### src/rtl/core/cpd_pkg.sv
// ----------------------------------------------------------------------------
// cpd_pkg
// Shared types, register indexes and reset values of the call duration
// profiler stack.
// ----------------------------------------------------------------------------
package cpd_pkg;

   localparam int CPD_STACK_DEPTH = 64;

   localparam int CLASS_W    = 64;
   localparam int SEL_W      = 64;
   localparam int TIME_W     = 30;
   localparam int DEPTH_W    = 6;
   localparam int COST_W     = 64;
   localparam int COUNT_W    = 32;
   localparam int CSR_ADDR_W = 2;
   localparam int CSR_DATA_W = 30;

   localparam logic [CSR_ADDR_W-1:0] REG_TRACE_ENABLE = 2'd0;
   localparam logic [CSR_ADDR_W-1:0] REG_DEPTH_LIMIT  = 2'd1;
   localparam logic [CSR_ADDR_W-1:0] REG_MIN_COST     = 2'd2;

   localparam logic               RST_TRACE_ENABLE = 1'b1;
   localparam logic [DEPTH_W-1:0] RST_DEPTH_LIMIT  = 6'd3;
   localparam logic [TIME_W-1:0]  RST_MIN_COST     = 30'd1000;

   localparam logic KIND_ENTER  = 1'b0;
   localparam logic KIND_RETURN = 1'b1;

   typedef struct packed {
      logic [CLASS_W-1:0] class_id;
      logic [SEL_W-1:0]   selector_id;
      logic [TIME_W-1:0]  start;
   } frame_type;

   typedef struct packed {
      logic [CLASS_W-1:0] rec_class;
      logic [SEL_W-1:0]   rec_selector;
      logic [DEPTH_W-1:0] rec_depth;
      logic [COST_W-1:0]  rec_cost;
   } record_type;

   typedef struct packed {
      logic push;
      logic pop;
   } stack_ctrl_type;

endpackage

### src/rtl/core/cpd_cell.sv
// ----------------------------------------------------------------------------
// cpd_cell
// One frame slot of the shifting call stack. A push takes the frame of the
// neighbor above, a pop takes the frame of the neighbor below.
// ----------------------------------------------------------------------------
module cpd_cell
   import cpd_pkg::*;
(
   input  logic           clock,
   input  stack_ctrl_type ctrl,
   input  frame_type      from_above,
   input  frame_type      from_below,
   output frame_type      frame
);

   frame_type frame_ff;
   frame_type frame_in;

   always_comb begin
      frame_in = frame_ff;
      if (ctrl.push) begin
         frame_in = from_above;
      end else if (ctrl.pop) begin
         frame_in = from_below;
      end
   end

   always_ff @(posedge clock) begin
      frame_ff <= frame_in;
   end

   assign frame = frame_ff;

endmodule

### config.mk
export PLATFORM = sky130hd
export DESIGN_NAME = cpd_cell
export DESIGN_NICKNAME = d
export VERILOG_FILES = /design/src/rtl/core/cpd_pkg.sv /design/src/rtl/core/cpd_cell.sv
export SDC_FILE = /design/constraint.sdc
export NUM_CORES = 1
export LEC_CHECK = 0
export BUFFER_PORTS_ARGS = -buffer_cell sky130_fd_sc_hd__buf_2
export CORE_AREA = 2 2 187 189
export CTS_CLUSTER_DIAMETER = 30
export DETAILED_ROUTE_END_ITERATION = 10
export DIE_AREA = 0 0 189 191
export PLACE_DENSITY = 0.52
export REMOVE_ABC_BUFFERS = 1
export SETUP_SLACK_MARGIN = 0.5
export SYNTH_ARGS = -nofsm -noshare
export SYNTH_HDL_FRONTEND = slang
export SYNTH_SLANG_ARGS = --single-unit
### constraint.sdc
create_clock -name clock -period 12.43 [get_ports clock]
set_input_delay 3.729 -clock clock [delete_from_list [all_inputs] [get_ports clock]]
set_output_delay 3.729 -clock clock [all_outputs]
set_load 0.02 [all_outputs]
# After elaboration in Yosys (flattened, before gate mapping)
# Cells that the tools add are included.
dict set report word_totals {
  out_inout_bits 158
  regBits 158
}
dict set report op_classes {
  n_reduce_logical 1
  n_mux 2
}
# op count
set op_table {}
lappend op_table {{two-way mux 158 bit} 2}
lappend op_table {{nonzero test 2 bit} 1}

# Logic depth before layout (Yosys ltp)
dict set report logic_depth {
  word_depth 2
  ltp_mapped 4
  depth_no_buf 1
}

# Least setup slack after synthesis
# No wires, ideal clock.
dict set report synth_path {
  path_kind {in2reg}
  from {in ctrl[1] (netlist bit)}
  to {reg frame_ff (netlist bit frame[0]), enable pin}
  arrival_time_ns 6.030
  stages 4
  required_time_ns 11.979
  setup_time_ns 0.451
  setup_slack_ns 5.948
  cell_sequence {buf_6 > buf_6 > buf_6 > or2_2}
}
dict set report synth_via {
  elab_chain_len 1
}
# item line
set synth_rtl {}
lappend synth_rtl {{from (decl)} cpd_cell.sv:10} ;# input stack_ctrl_type ctrl,
lappend synth_rtl {{nonzero test 2 bit (no source line)} -}
lappend synth_rtl {{to (signal assigned)} cpd_cell.sv:29} ;# frame_ff <= frame_in;
lappend synth_rtl {{to (decl)} cpd_cell.sv:16} ;# frame_type frame_ff;
# No other way between the ends.
# A chain may end at the register's enable or synchronous reset.

# Worst setup path in the final report
dict set report layout_path {
  from {in ctrl[1] (netlist bit)}
  to {reg frame_ff (netlist bit frame[105]), enable pin}
}
# The elaborated chain is that of the path after synthesis.

==> flow_metrics.tcl <==
set metrics [dict create \
    hold_path.startpoint "from_below[116]" \
    holdPathStages 2 \
    synth.yosys.seq_area_share_pct 67.0 \
    multi_input_area_um2 2160 \
    hp-class "in2reg" \
    port_buffers 476 \
    synth_area_per_cell_um2 21.1 \
    holdPathEnd "frame[116]$_DFFE_PP_" \
    synth_compound_area_share_pct 0 \
    arrival_ps 5460 \
    detail-route-antenna-nets 0 \
    cts_resized 0 \
    nFillCells 3504 \
    synth_xor_area_share_pct 0 \
    rsz0062_at_grt "no" \
    setup_ws_ps 7030 \
    first_pass_iters 4 \
    cts_hold_buf 0 \
    status "completed" \
    die_w_um 189 \
    vdd.ir_drop.worst_mv 0.0933 \
    path_max_fanout 69 \
    setup_tns_ps 0 \
    synth-edff-count 158 \
    netlist_top_cells_area "edfxtp_1 67%, mux2_4 21%, mux2_2 9.2%" \
    synth_top_family_by_area "multiplexers" \
    ys_async_sr_fraction_pct 0 \
    largest_reg_flops 158 \
    fmaxAchievable_ghz 0.185 \
    p_per_area_nw_per_um2 142 \
    muxShareOfSynthArea_pct 30.4 \
    post_cts_buffers 0 \
    grt_max_degree 70 \
    rows 68 \
    pre_cts_ws_ps 6530 \
    drive_gt1_share_pct 80.7 \
    htreeDepth 4 \
    fin_crit_sh_pct 43.4 \
    worstSetupStartpointType "primary input" \
    synth_area_um2 7080 \
    clkSinkCount 158 \
    nNetsFinal 1135 \
    max_cap_violations 0 \
    drc_errors 0 \
    wirelength_mm 21.1 \
    crit_path_end_kind "flop" \
    hpwl_mm 16.1 \
    slew_violations 0 \
    cts.clk_slew.worst_paths_ps 70 \
    critical_path.slowest_cell "buf_4" \
    seq_area_um2 4740 \
    grtUsageTotal_pct 11.3 \
    n_antenna_cell 0 \
    post-route-min-period_ps 5400 \
    yosysMostFrequentCell "edfxtp_1" \
    cts_tree "done" \
    syn_inst 335 \
    path_buf_inv 2 \
    gp_congestion 0.764 \
    yosys.area.top_type "edfxtp_1" \
    synth_cell_types 6 \
    grt_overflow 0 \
    drtIter0Drc 171 \
    grt_pass1_vias 5068 \
    worstSetupPathType "in2reg" \
    avgViaCountPerCell 3.76 \
    syn_to_final_growth_pct 48.2 \
    relSlewSlack_pct 35.5 \
    tightest_slew_ps 967 \
    finalSetupViolCount 0 \
    ys.warnings.count 0 \
    cpPeakStageDelay_ps 770 \
    hold_viol 0 \
    numCtsBuffers 17 \
    grt_antenna_before_repair 1 \
    floorplan.initialDensity_pct 20.8 \
    ys_top_cells_by_count "158 x edfxtp_1, 100 x mux2_4, 58 x mux2_2" \
    cts_root_buf "clkbuf_16" \
    num_io_pins 477 \
    synthAdderAreaFrac_pct 0 \
    post_drt_wl_per_cell_um 16.4 \
    ys_ff_latch 158 \
    core_area_um2 34100 \
    grt_pass1_wl_mm 29.8 \
    crit_required_ps 12490 \
    clockBufferDepth 2 \
    die_y_um 191 \
    crit_family "buffers and inverters" \
    leakagePower_nw 4.84 \
    vias 4834 \
    synthSimpleGateAreaFrac_pct 0.0883 \
    dieArea_um2 36100 \
    critical_path.cell_chain "clkbuf_8, or2_4, buf_4" \
    synth_top_cell_area_share_pct 67.0 \
    synthFlopType "edfxtp_1" \
]
## area by class of cell
type,instances,area share [%]
sequential,158,45.2
multi-input combinational,159,20.6
tap,455,5.43
clock inverter,14,1.59
timing repair buffer,480,23.1
clock buffer,18,4.09
## metrics by stage
stage / util [%] / total power, mW / hold WS [ps] / cells / cell area [um^2]
finish: 30.8 / 1.49 / 3580 / 1284 / 10500
global route: 30.8 / 1.56 / 3550 / 1284 / 10500
CTS: 30.8 / 1.51 / 3550 / 1284 / 10500
detailed placement: 29.0 / 0.963 / 4030 / 1252 / 9900
global placement: 29.0 / 0.961 / 4030 / 1252 / 9900
floorplan: - / 0.826 / 3950 / 317 / 6910
## logic make-up after synthesis
| kind of cell | after synthesis |
|---|---|
| muxes | 158 |
| DFF | 158 |
| buffers and inverters | 18 |
| and+or+nand+nor | 1 |
## where the power goes
part	leakage (nW)	switching (mW)	internal (mW)
logic	2.95	0.151	0.125
registers	1.61	0.0155	0.655
clock network	0.284	0.225	0.316
## layer usage
layer / global-route usage [%] / vias up / wire length (um)
li1: - / 2283 / -
met1: 12.6 / 2283 / 8230
met2: 19.2 / 250 / 10700
met3: 4.26 / 16 / 1770
met4: 4.57 / 2 / 345
met5: 0 / - / 13
## worst max path at each step
stage	from	end	slack [ps]	depth (start not counted)
CTS	ctrl[1]	frame[105]$_DFFE_PP_	7030	3
global placement	ctrl[1]	frame[15]$_DFFE_PP_	6610	3
detailed placement	ctrl[1]	frame[43]$_DFFE_PP_	6530	3
global route	ctrl[1]	frame[105]$_DFFE_PP_	6930	3
floorplan	ctrl[0]	frame[0]$_DFFE_PP_	6310	1
finish	ctrl[1]	frame[105]$_DFFE_PP_	7030	3
## cells in the final DEF (no fill, tap or decap), drive strengths merged
master and instances:
buf 479, clkbuf 19, mux2 158, edfxtp 158, or2 1, clkinv 6, clkinvlp 3, inv 2
bufinv 3
Power figures use the tool's default switching activity.
