**src/rtl/core/cpd_pkg.sv**
```systemverilog
// ----------------------------------------------------------------------------
// cpd_pkg
// Shared types, register indexes and reset values of the call duration
// profiler stack.
// ----------------------------------------------------------------------------
package cpd_pkg;

   localparam int CPD_STACK_DEPTH = 64;

   localparam int CLASS_W    = 64;
   localparam int SEL_W      = 64;
   localparam int TIME_W     = 30;
   localparam int DEPTH_W    = 6;
   localparam int COST_W     = 64;
   localparam int COUNT_W    = 32;
   localparam int CSR_ADDR_W = 2;
   localparam int CSR_DATA_W = 30;

   localparam logic [CSR_ADDR_W-1:0] REG_TRACE_ENABLE = 2'd0;
   localparam logic [CSR_ADDR_W-1:0] REG_DEPTH_LIMIT  = 2'd1;
   localparam logic [CSR_ADDR_W-1:0] REG_MIN_COST     = 2'd2;

   localparam logic               RST_TRACE_ENABLE = 1'b1;
   localparam logic [DEPTH_W-1:0] RST_DEPTH_LIMIT  = 6'd3;
   localparam logic [TIME_W-1:0]  RST_MIN_COST     = 30'd1000;

   localparam logic KIND_ENTER  = 1'b0;
   localparam logic KIND_RETURN = 1'b1;

   typedef struct packed {
      logic [CLASS_W-1:0] class_id;
      logic [SEL_W-1:0]   selector_id;
      logic [TIME_W-1:0]  start;
   } frame_type;

   typedef struct packed {
      logic [CLASS_W-1:0] rec_class;
      logic [SEL_W-1:0]   rec_selector;
      logic [DEPTH_W-1:0] rec_depth;
      logic [COST_W-1:0]  rec_cost;
   } record_type;

   typedef struct packed {
      logic push;
      logic pop;
   } stack_ctrl_type;

endpackage

```
**src/rtl/core/cpd_if.sv**
```systemverilog


interface cpd_rsp_if;
   import cpd_pkg::*;
   logic               valid;
   logic               ready;
   logic [CLASS_W-1:0] rec_class;
   logic [SEL_W-1:0]   rec_selector;
   logic [DEPTH_W-1:0] rec_depth;
   logic [COST_W-1:0]  rec_cost;

   modport source (output valid, rec_class, rec_selector, rec_depth, rec_cost,
                   input ready);
   modport sink   (input valid, rec_class, rec_selector, rec_depth, rec_cost,
                   output ready);
endinterface


```
**src/rtl/core/cpd_rsp_queue.sv**
```systemverilog
// ----------------------------------------------------------------------------
// cpd_rsp_queue
// Two-entry record queue in front of the result channel, so that events keep
// flowing while one record waits to be taken.
// ----------------------------------------------------------------------------
module cpd_rsp_queue
   import cpd_pkg::*;
(
   input  logic       clock,
   input  logic       reset,
   input  logic       push,
   input  record_type push_data,
   output logic       not_full,
   cpd_rsp_if.source  rsp
);

   record_type slot_ff [2];
   logic       wr_ptr_ff, wr_ptr_in;
   logic       rd_ptr_ff, rd_ptr_in;
   logic [1:0] count_ff, count_in;
   logic       pop;
   record_type head;

   assign pop      = rsp.valid && rsp.ready;
   assign not_full = (count_ff != 2'd2);
   assign head     = slot_ff[rd_ptr_ff];

   always_comb begin
      wr_ptr_in = wr_ptr_ff ^ push;
      rd_ptr_in = rd_ptr_ff ^ pop;
      count_in  = count_ff + 2'(push) - 2'(pop);
   end

   always_ff @(posedge clock) begin
      if (reset) begin
         wr_ptr_ff <= 1'b0;
         rd_ptr_ff <= 1'b0;
         count_ff  <= 2'd0;
      end else begin
         wr_ptr_ff <= wr_ptr_in;
         rd_ptr_ff <= rd_ptr_in;
         count_ff  <= count_in;
      end
   end

   always_ff @(posedge clock) begin
      if (push) begin
         slot_ff[wr_ptr_ff] <= push_data;
      end
   end

   assign rsp.valid        = (count_ff != 2'd0);
   assign rsp.rec_class    = head.rec_class;
   assign rsp.rec_selector = head.rec_selector;
   assign rsp.rec_depth    = head.rec_depth;
   assign rsp.rec_cost     = head.rec_cost;

endmodule

```
**src/flat_wrapper.sv**
```systemverilog
// flat-port wrapper written by rule: the top's interface ports become plain ports
module cpd_rsp_queue_flat import cpd_pkg::*;
  (clock, reset, push, push_data, not_full, rsp_valid, rsp_rec_class, rsp_rec_selector, rsp_rec_depth, rsp_rec_cost, rsp_ready);
  cpd_rsp_if rsp_i ();
  input  logic clock;
  input  logic reset;
  input  logic push;
  input  record_type push_data;
  output logic not_full;
  output wire logic [$bits(rsp_i.valid)-1:0] rsp_valid;
  output wire logic [$bits(rsp_i.rec_class)-1:0] rsp_rec_class;
  output wire logic [$bits(rsp_i.rec_selector)-1:0] rsp_rec_selector;
  output wire logic [$bits(rsp_i.rec_depth)-1:0] rsp_rec_depth;
  output wire logic [$bits(rsp_i.rec_cost)-1:0] rsp_rec_cost;
  input wire logic [$bits(rsp_i.ready)-1:0] rsp_ready;
  assign rsp_valid = rsp_i.valid;
  assign rsp_rec_class = rsp_i.rec_class;
  assign rsp_rec_selector = rsp_i.rec_selector;
  assign rsp_rec_depth = rsp_i.rec_depth;
  assign rsp_rec_cost = rsp_i.rec_cost;
  assign rsp_i.ready = rsp_ready;
  cpd_rsp_queue u_core (.clock(clock), .reset(reset), .push(push), .push_data(push_data), .not_full(not_full), .rsp(rsp_i));
endmodule
```
**config.mk**
```make
export PLATFORM = sky130hd
export DESIGN_NAME = cpd_rsp_queue_flat
export DESIGN_NICKNAME = d
export VERILOG_FILES = /design/src/rtl/core/cpd_pkg.sv /design/src/rtl/core/cpd_if.sv /design/src/rtl/core/cpd_rsp_queue.sv /design/src/flat_wrapper.sv
export SDC_FILE = /design/constraint.sdc
export NUM_CORES = 1
export LEC_CHECK = 0
export BUFFER_PORTS_ARGS = -buffer_cell sky130_fd_sc_hd__buf_2
export CORE_AREA = 2 2 344 176
export CTS_BUF_LIST = sky130_fd_sc_hd__clkbuf_2 sky130_fd_sc_hd__clkbuf_4 sky130_fd_sc_hd__clkbuf_8
export CTS_CLUSTER_DIAMETER = 100
export CTS_CLUSTER_SIZE = 30
export DETAILED_ROUTE_END_ITERATION = 8
export DIE_AREA = 0 0 346 178
export PLACE_DENSITY_LB_ADDON = 0.1
export SYNTH_ARGS = -nofsm -noshare
export SYNTH_HDL_FRONTEND = slang
export SYNTH_SLANG_ARGS = --single-unit
export TNS_END_PERCENT = 1
```
**constraint.sdc**
```tcl
create_clock -name clock -period 16.9 [get_ports clock]
set_input_delay 0.845 -clock clock [delete_from_list [all_inputs] [get_ports clock]]
set_output_delay 0.845 -clock clock [all_outputs]
set_load 0.01 [all_outputs]
```
* Yosys cells after proc, flatten, opt, wreduce, memory -nomap -nowiden
Memory sizes are Yosys's and may differ from the RTL's. A register that Yosys moved wholly into a read port is not among the register bits.
Index checks and enable logic that the tools add are counted.
** Storage, ports and cells
- ROM bits :: 0
- Output and inout bits :: 200
- Bits of input ports :: 202
- Bits in writable memories :: 396
- Memories kept :: 1
- Logic and storage cells :: 14
- Latch bits :: 0
- Flip-flop bits (word level) :: 4
** Cells by class
- Multiply operators :: 0
- Add/sub/neg operators :: 2
- Magnitude comparators :: 0
- Shifts and indexed selects :: 0
- Equality and inequality tests :: 1
- Muxes and demuxes :: 3
- Divide/modulo/power cells :: 0
- Reduce and logical (&&, ||, !) cells :: 2
- Bitwise gates (word level) :: 2
** Memory list
- u_core.slot_ff :: depth 2, bits a word 198, rd ports 1, clocked after memory_dff 1, write ports 1, line cpd_rsp_queue.sv:17 : record_type slot_ff [2];
** Operators with widths (count)
- 2-to-1 mux 1 bit :: 3
- adder 2 x 1 -> 2 bit :: 1
- inequality test 2 bit (second input constant) :: 1
- nonzero test 2 bit :: 1
- subtractor 2 x 1 -> 2 bit :: 1
- XOR 1 bit :: 2
- logical AND 1 bit :: 1

* Depth between registers and ports, before layout
- Word-level depth :: 4
- Gate-level depth with buffers :: 6
- Mapped depth without buffers :: 6

* Worst setup path after synthesis
OpenSTA, ideal clock, no wires.
- Path kind :: input to register
- Start point :: input push
- End point :: memory u_core.slot_ff[0][0] in the netlist's numbering, enable pin
- Required time :: 16316 ps
- Setup time :: 584 ps
- Buffers on the path :: 0
- Path slack :: 10887 ps
- Data arrival time :: 5429 ps
- Cell stages on the path :: 1
- Cell sequence :: ha_1
** Between the ends
- Longest elaborated chain between the ends :: 2
** RTL lines
- start, declared :: line flat_wrapper.sv:7 : input logic push;
- 2-to-1 mux 1 bit :: line cpd_rsp_queue.sv:47 : if (push) begin
- 2-to-1 mux 1 bit (not written as such) :: line cpd_rsp_queue.sv:48 : slot_ff[wr_ptr_ff] <= push_data;
- end, declared :: line cpd_rsp_queue.sv:17
Every way passes these cells.

==> metrics.txt <==
# TYPE chip_impl_metric gauge
chip_impl_metric{name="cts_max_level",unit=""} 1
chip_impl_metric{name="worst_skew_pair.late_latency",unit="ps"} 600
chip_impl_info{name="worst_r2r_endpoint",value="u_core.slot_ff[0][150]$_DFFE_PP_"} 1
chip_impl_info{name="status",value="finished, final reports clean"} 1
chip_impl_info{name="cts_root_buf",value="clkbuf_8"} 1
chip_impl_info{name="hp-class",value="in2reg"} 1
chip_impl_info{name="cp-end-kind",value="output pin"} 1
chip_impl_info{name="timing.rr.start",value="u_core.wr_ptr_ff$_SDFF_PP0_"} 1
chip_impl_metric{name="floorplan.core_area",unit="µm²"} 58500
chip_impl_metric{name="synth.top_cell.area_share",unit=""} 0.820
chip_impl_metric{name="crit_fanout",unit=""} 66
chip_impl_metric{name="seq_area",unit="µm²"} 12000
chip_impl_metric{name="final-setup-viol-count",unit=""} 0
chip_impl_metric{name="place.detailed.hpwl",unit="mm"} 22.8
chip_impl_metric{name="final_max_slew_viol_count",unit=""} 0
chip_impl_info{name="critPathLaunch",value="u_core.rd_ptr_ff$_SDFF_PP0_"} 1
chip_impl_metric{name="initial_antenna_violation_count",unit=""} 7
chip_impl_metric{name="groute.usage.overall",unit=""} 0.105
chip_impl_metric{name="cts.repair.resized",unit=""} 0
chip_impl_metric{name="synthesis.nets",unit=""} 843
chip_impl_metric{name="finalHoldWorstSlack",unit="ps"} 398
chip_impl_metric{name="final_min_period_over_clock_period",unit=""} 0.258
chip_impl_metric{name="synth_cells",unit=""} 637
chip_impl_info{name="grt_setup_unrepaired",value="false"} 1
chip_impl_metric{name="drc_errors",unit=""} 0
chip_impl_metric{name="timing.reg2reg.setup_slack",unit="ps"} 13890
chip_impl_metric{name="cp_data_arrival_time",unit="ps"} 3520
chip_impl_metric{name="maxCapViolCount",unit=""} 0
chip_impl_info{name="setup.worst_path.class",value="reg2out"} 1
chip_impl_metric{name="areaGrowthSynthToFinish",unit="%"} 22.2
chip_impl_metric{name="std_cell_rows",unit=""} 63
chip_impl_metric{name="syn_area_per_cell",unit="µm²"} 22.8
chip_impl_metric{name="die_y",unit="µm"} 178
chip_impl_metric{name="ff2ff_path_depth",unit=""} 4
chip_impl_metric{name="max_slew_margin",unit=""} 0.345
chip_impl_metric{name="p_leak",unit="nW"} 6.33
chip_impl_metric{name="routabilityCongestion",unit=""} 0.721
chip_impl_metric{name="maximum_number_of_pins_on_one_net_before_global_route_repair",unit=""} 67
chip_impl_metric{name="fill_cells",unit=""} 5833
chip_impl_metric{name="worst_slew_pin_slew",unit="ps"} 982
chip_impl_metric{name="nets_finish",unit=""} 1250
chip_impl_metric{name="max-clock-path-buffers",unit=""} 3
chip_impl_metric{name="finalCriticalPeriod",unit="ps"} 4370
chip_impl_info{name="synthTopCellsByArea",value="edfxtp_1 (82%), mux2_2 (15%), buf_4 (1.1%)"} 1
chip_impl_metric{name="power_density",unit="nW/µm²"} 115
chip_impl_info{name="yosys.area.top_type",value="edfxtp_1"} 1
chip_impl_info{name="setup.worst_path.end",value="rsp_rec_selector[38]"} 1
chip_impl_metric{name="vias",unit=""} 7123
chip_impl_metric{name="first_pass_grt_wire_length",unit="mm"} 48.4
chip_impl_metric{name="postRouteAntennaNets",unit=""} 0
chip_impl_info{name="layout.cells.most_common",value="buf_2"} 1
chip_impl_metric{name="drt-initial-drc-count",unit=""} 292
chip_impl_metric{name="finalClockSkew",unit="ps"} 18.4
chip_impl_metric{name="netlist-cell-type-count",unit=""} 13
chip_impl_metric{name="finalSetupTns",unit="ps"} 0
chip_impl_metric{name="cts.reportedPaths.clkPinSlew",unit="ps"} 180
chip_impl_metric{name="drt-wirelength-per-cell",unit="µm"} 18.5
chip_impl_metric{name="vias_per_instance",unit=""} 3.89
chip_impl_metric{name="ioPinCount",unit=""} 402
chip_impl_info{name="critical_path.startpoint_type",value="flip-flop"} 1
chip_impl_metric{name="post_cts_buffers",unit=""} 0
chip_impl_metric{name="die_w",unit="µm"} 346
chip_impl_metric{name="overflow",unit=""} 0
chip_impl_metric{name="worst-endpoint-required",unit="ps"} 16060
chip_impl_metric{name="first_global_vias",unit=""} 7354
chip_impl_metric{name="port_buffers",unit=""} 401
chip_impl_metric{name="wirelength",unit="mm"} 33.9
chip_impl_metric{name="synthesis.area",unit="µm²"} 14500
chip_impl_info{name="tritoncts",value="built"} 1
chip_impl_metric{name="synth.ff_latch_count",unit=""} 400
chip_impl_info{name="leading_cell_types_in_the_layout_fill_and_taps_excluded",value="buf_2 (401), edfxtp_1 (396), mux2_2 (199)"} 1
chip_impl_metric{name="ys.warnings.count",unit=""} 0
chip_impl_metric{name="max_freq",unit="MHz"} 229
chip_impl_metric{name="synth_sequential_area_ratio",unit=""} 0.825
chip_impl_metric{name="total_die_area",unit="µm²"} 61600
chip_impl_metric{name="max-vdd-ir-drop",unit="µV"} 52.0
chip_impl_metric{name="cts.sink_count",unit=""} 400
chip_impl_metric{name="cts_inserted_buffers",unit=""} 17
chip_impl_metric{name="multiInputGateArea",unit="µm²"} 2380
chip_impl_metric{name="start_util",unit=""} 0.248
chip_impl_metric{name="ctsHoldBuffers",unit=""} 0
chip_impl_metric{name="proportion_of_layout_cells_with_a_drive_suffix_above_1",unit=""} 0.607
chip_impl_metric{name="hold_viol",unit=""} 0
chip_impl_metric{name="firstDrtPassIters",unit=""} 4
synth_stat cells:
master / number
edfxtp_1: 396
mux2_2: 199
buf_4: 21
dfxtp_1: 4
ha_1: 4
inv_1: 3
nor2_1: 3
nor2b_1: 2
buf_6: 1
nand2_1: 1
o21a_1: 1
or2_2: 1
xnor3_1: 1
how the worst min path moves through the flow:
| stage | cells past startpoint | startpoint | endpoint |
|---|---|---|---|
| 3_5_place_dp | 3 | u_core.wr_ptr_ff$_SDFF_PP0_ | u_core.wr_ptr_ff$_SDFF_PP0_ |
| 4_1_cts | 1 | push_data[75] | u_core.slot_ff[1][75]$_DFFE_PP_ |
| 5_1_grt | 1 | push_data[1] | u_core.slot_ff[0][1]$_DFFE_PP_ |
| 2_1_floorplan | 3 | u_core.wr_ptr_ff$_SDFF_PP0_ | u_core.wr_ptr_ff$_SDFF_PP0_ |
| 3_3_place_gp | 3 | u_core.wr_ptr_ff$_SDFF_PP0_ | u_core.wr_ptr_ff$_SDFF_PP0_ |
| 6_report | 1 | push_data[159] | u_core.slot_ff[0][159]$_DFFE_PP_ |
power breakdown:
group          switching, W  internal, W
logic              0.000234     0.000216
clock network      0.000287     0.000109
registers         0.0000265      0.00116
metal layers:
layer | track usage | part of all wire
met2 | 0.165 | 0.46
met1 | 0.140 | 0.45
met5 | 0 | 0.0012
met4 | 0.0189 | 0.016
met3 | 0.0371 | 0.064
flip-flops by register name, summed over array words and instances, names as in the netlist:
register	count
u_core.slot_ff	396
u_core.count_ff	2
u_core.rd_ptr_ff	1
u_core.wr_ptr_ff	1
cell families (layout without fill, tap and decap cells):
| family | count (synthesis) | count (layout) | share of synthesized area |
|---|---|---|---|
| AOI/OAI and AO/OA | 1 | 1 | 0.000518 |
| and+or+nand+nor | 7 | 7 | 0.00233 |
| muxes | 199 | 199 | 0.154 |
| other | 0 | 4 | 0 |
| DFF | 400 | 400 | 0.825 |
| buffers and inverters | 25 | 437 | 0.0124 |
| xor gates and xnor gates | 1 | 1 | 0.00155 |
| adders and majority gates | 4 | 4 | 0.00345 |
critical path, stage by stage (launching register included):
cell and delay (ps):
dfxtp_4 760, buf_4 690, buf_4 760, mux2_2 430, buf_2 140
through the flow:
step | cell area (µm²) | setup WS, ps | util | std cells | power, W
2_1_floorplan | 14500 | 10890 | - | 637 | 0.00150
3_3_place_gp | 17400 | 13110 | 0.298 | 1805 | 0.00167
3_5_place_dp | 17400 | 13060 | 0.298 | 1805 | 0.00167
4_1_cts | 17700 | 12280 | 0.303 | 1829 | 0.00208
5_1_grt | 17700 | 12160 | 0.303 | 1829 | 0.00214
6_report | 17700 | 12530 | 0.303 | 1833 | 0.00203
final cells by class:
class,count,area share
clock inverters,2,0.00141
flip-flops and latches,400,0.676
well taps,780,0.0551
repair buffers,410,0.117
multi-input cells,212,0.134
inverters,3,0.000635
clock buffers,22,0.0153
diodes,4,0.000565
Note: power is estimated with default switching activity, not from simulation.
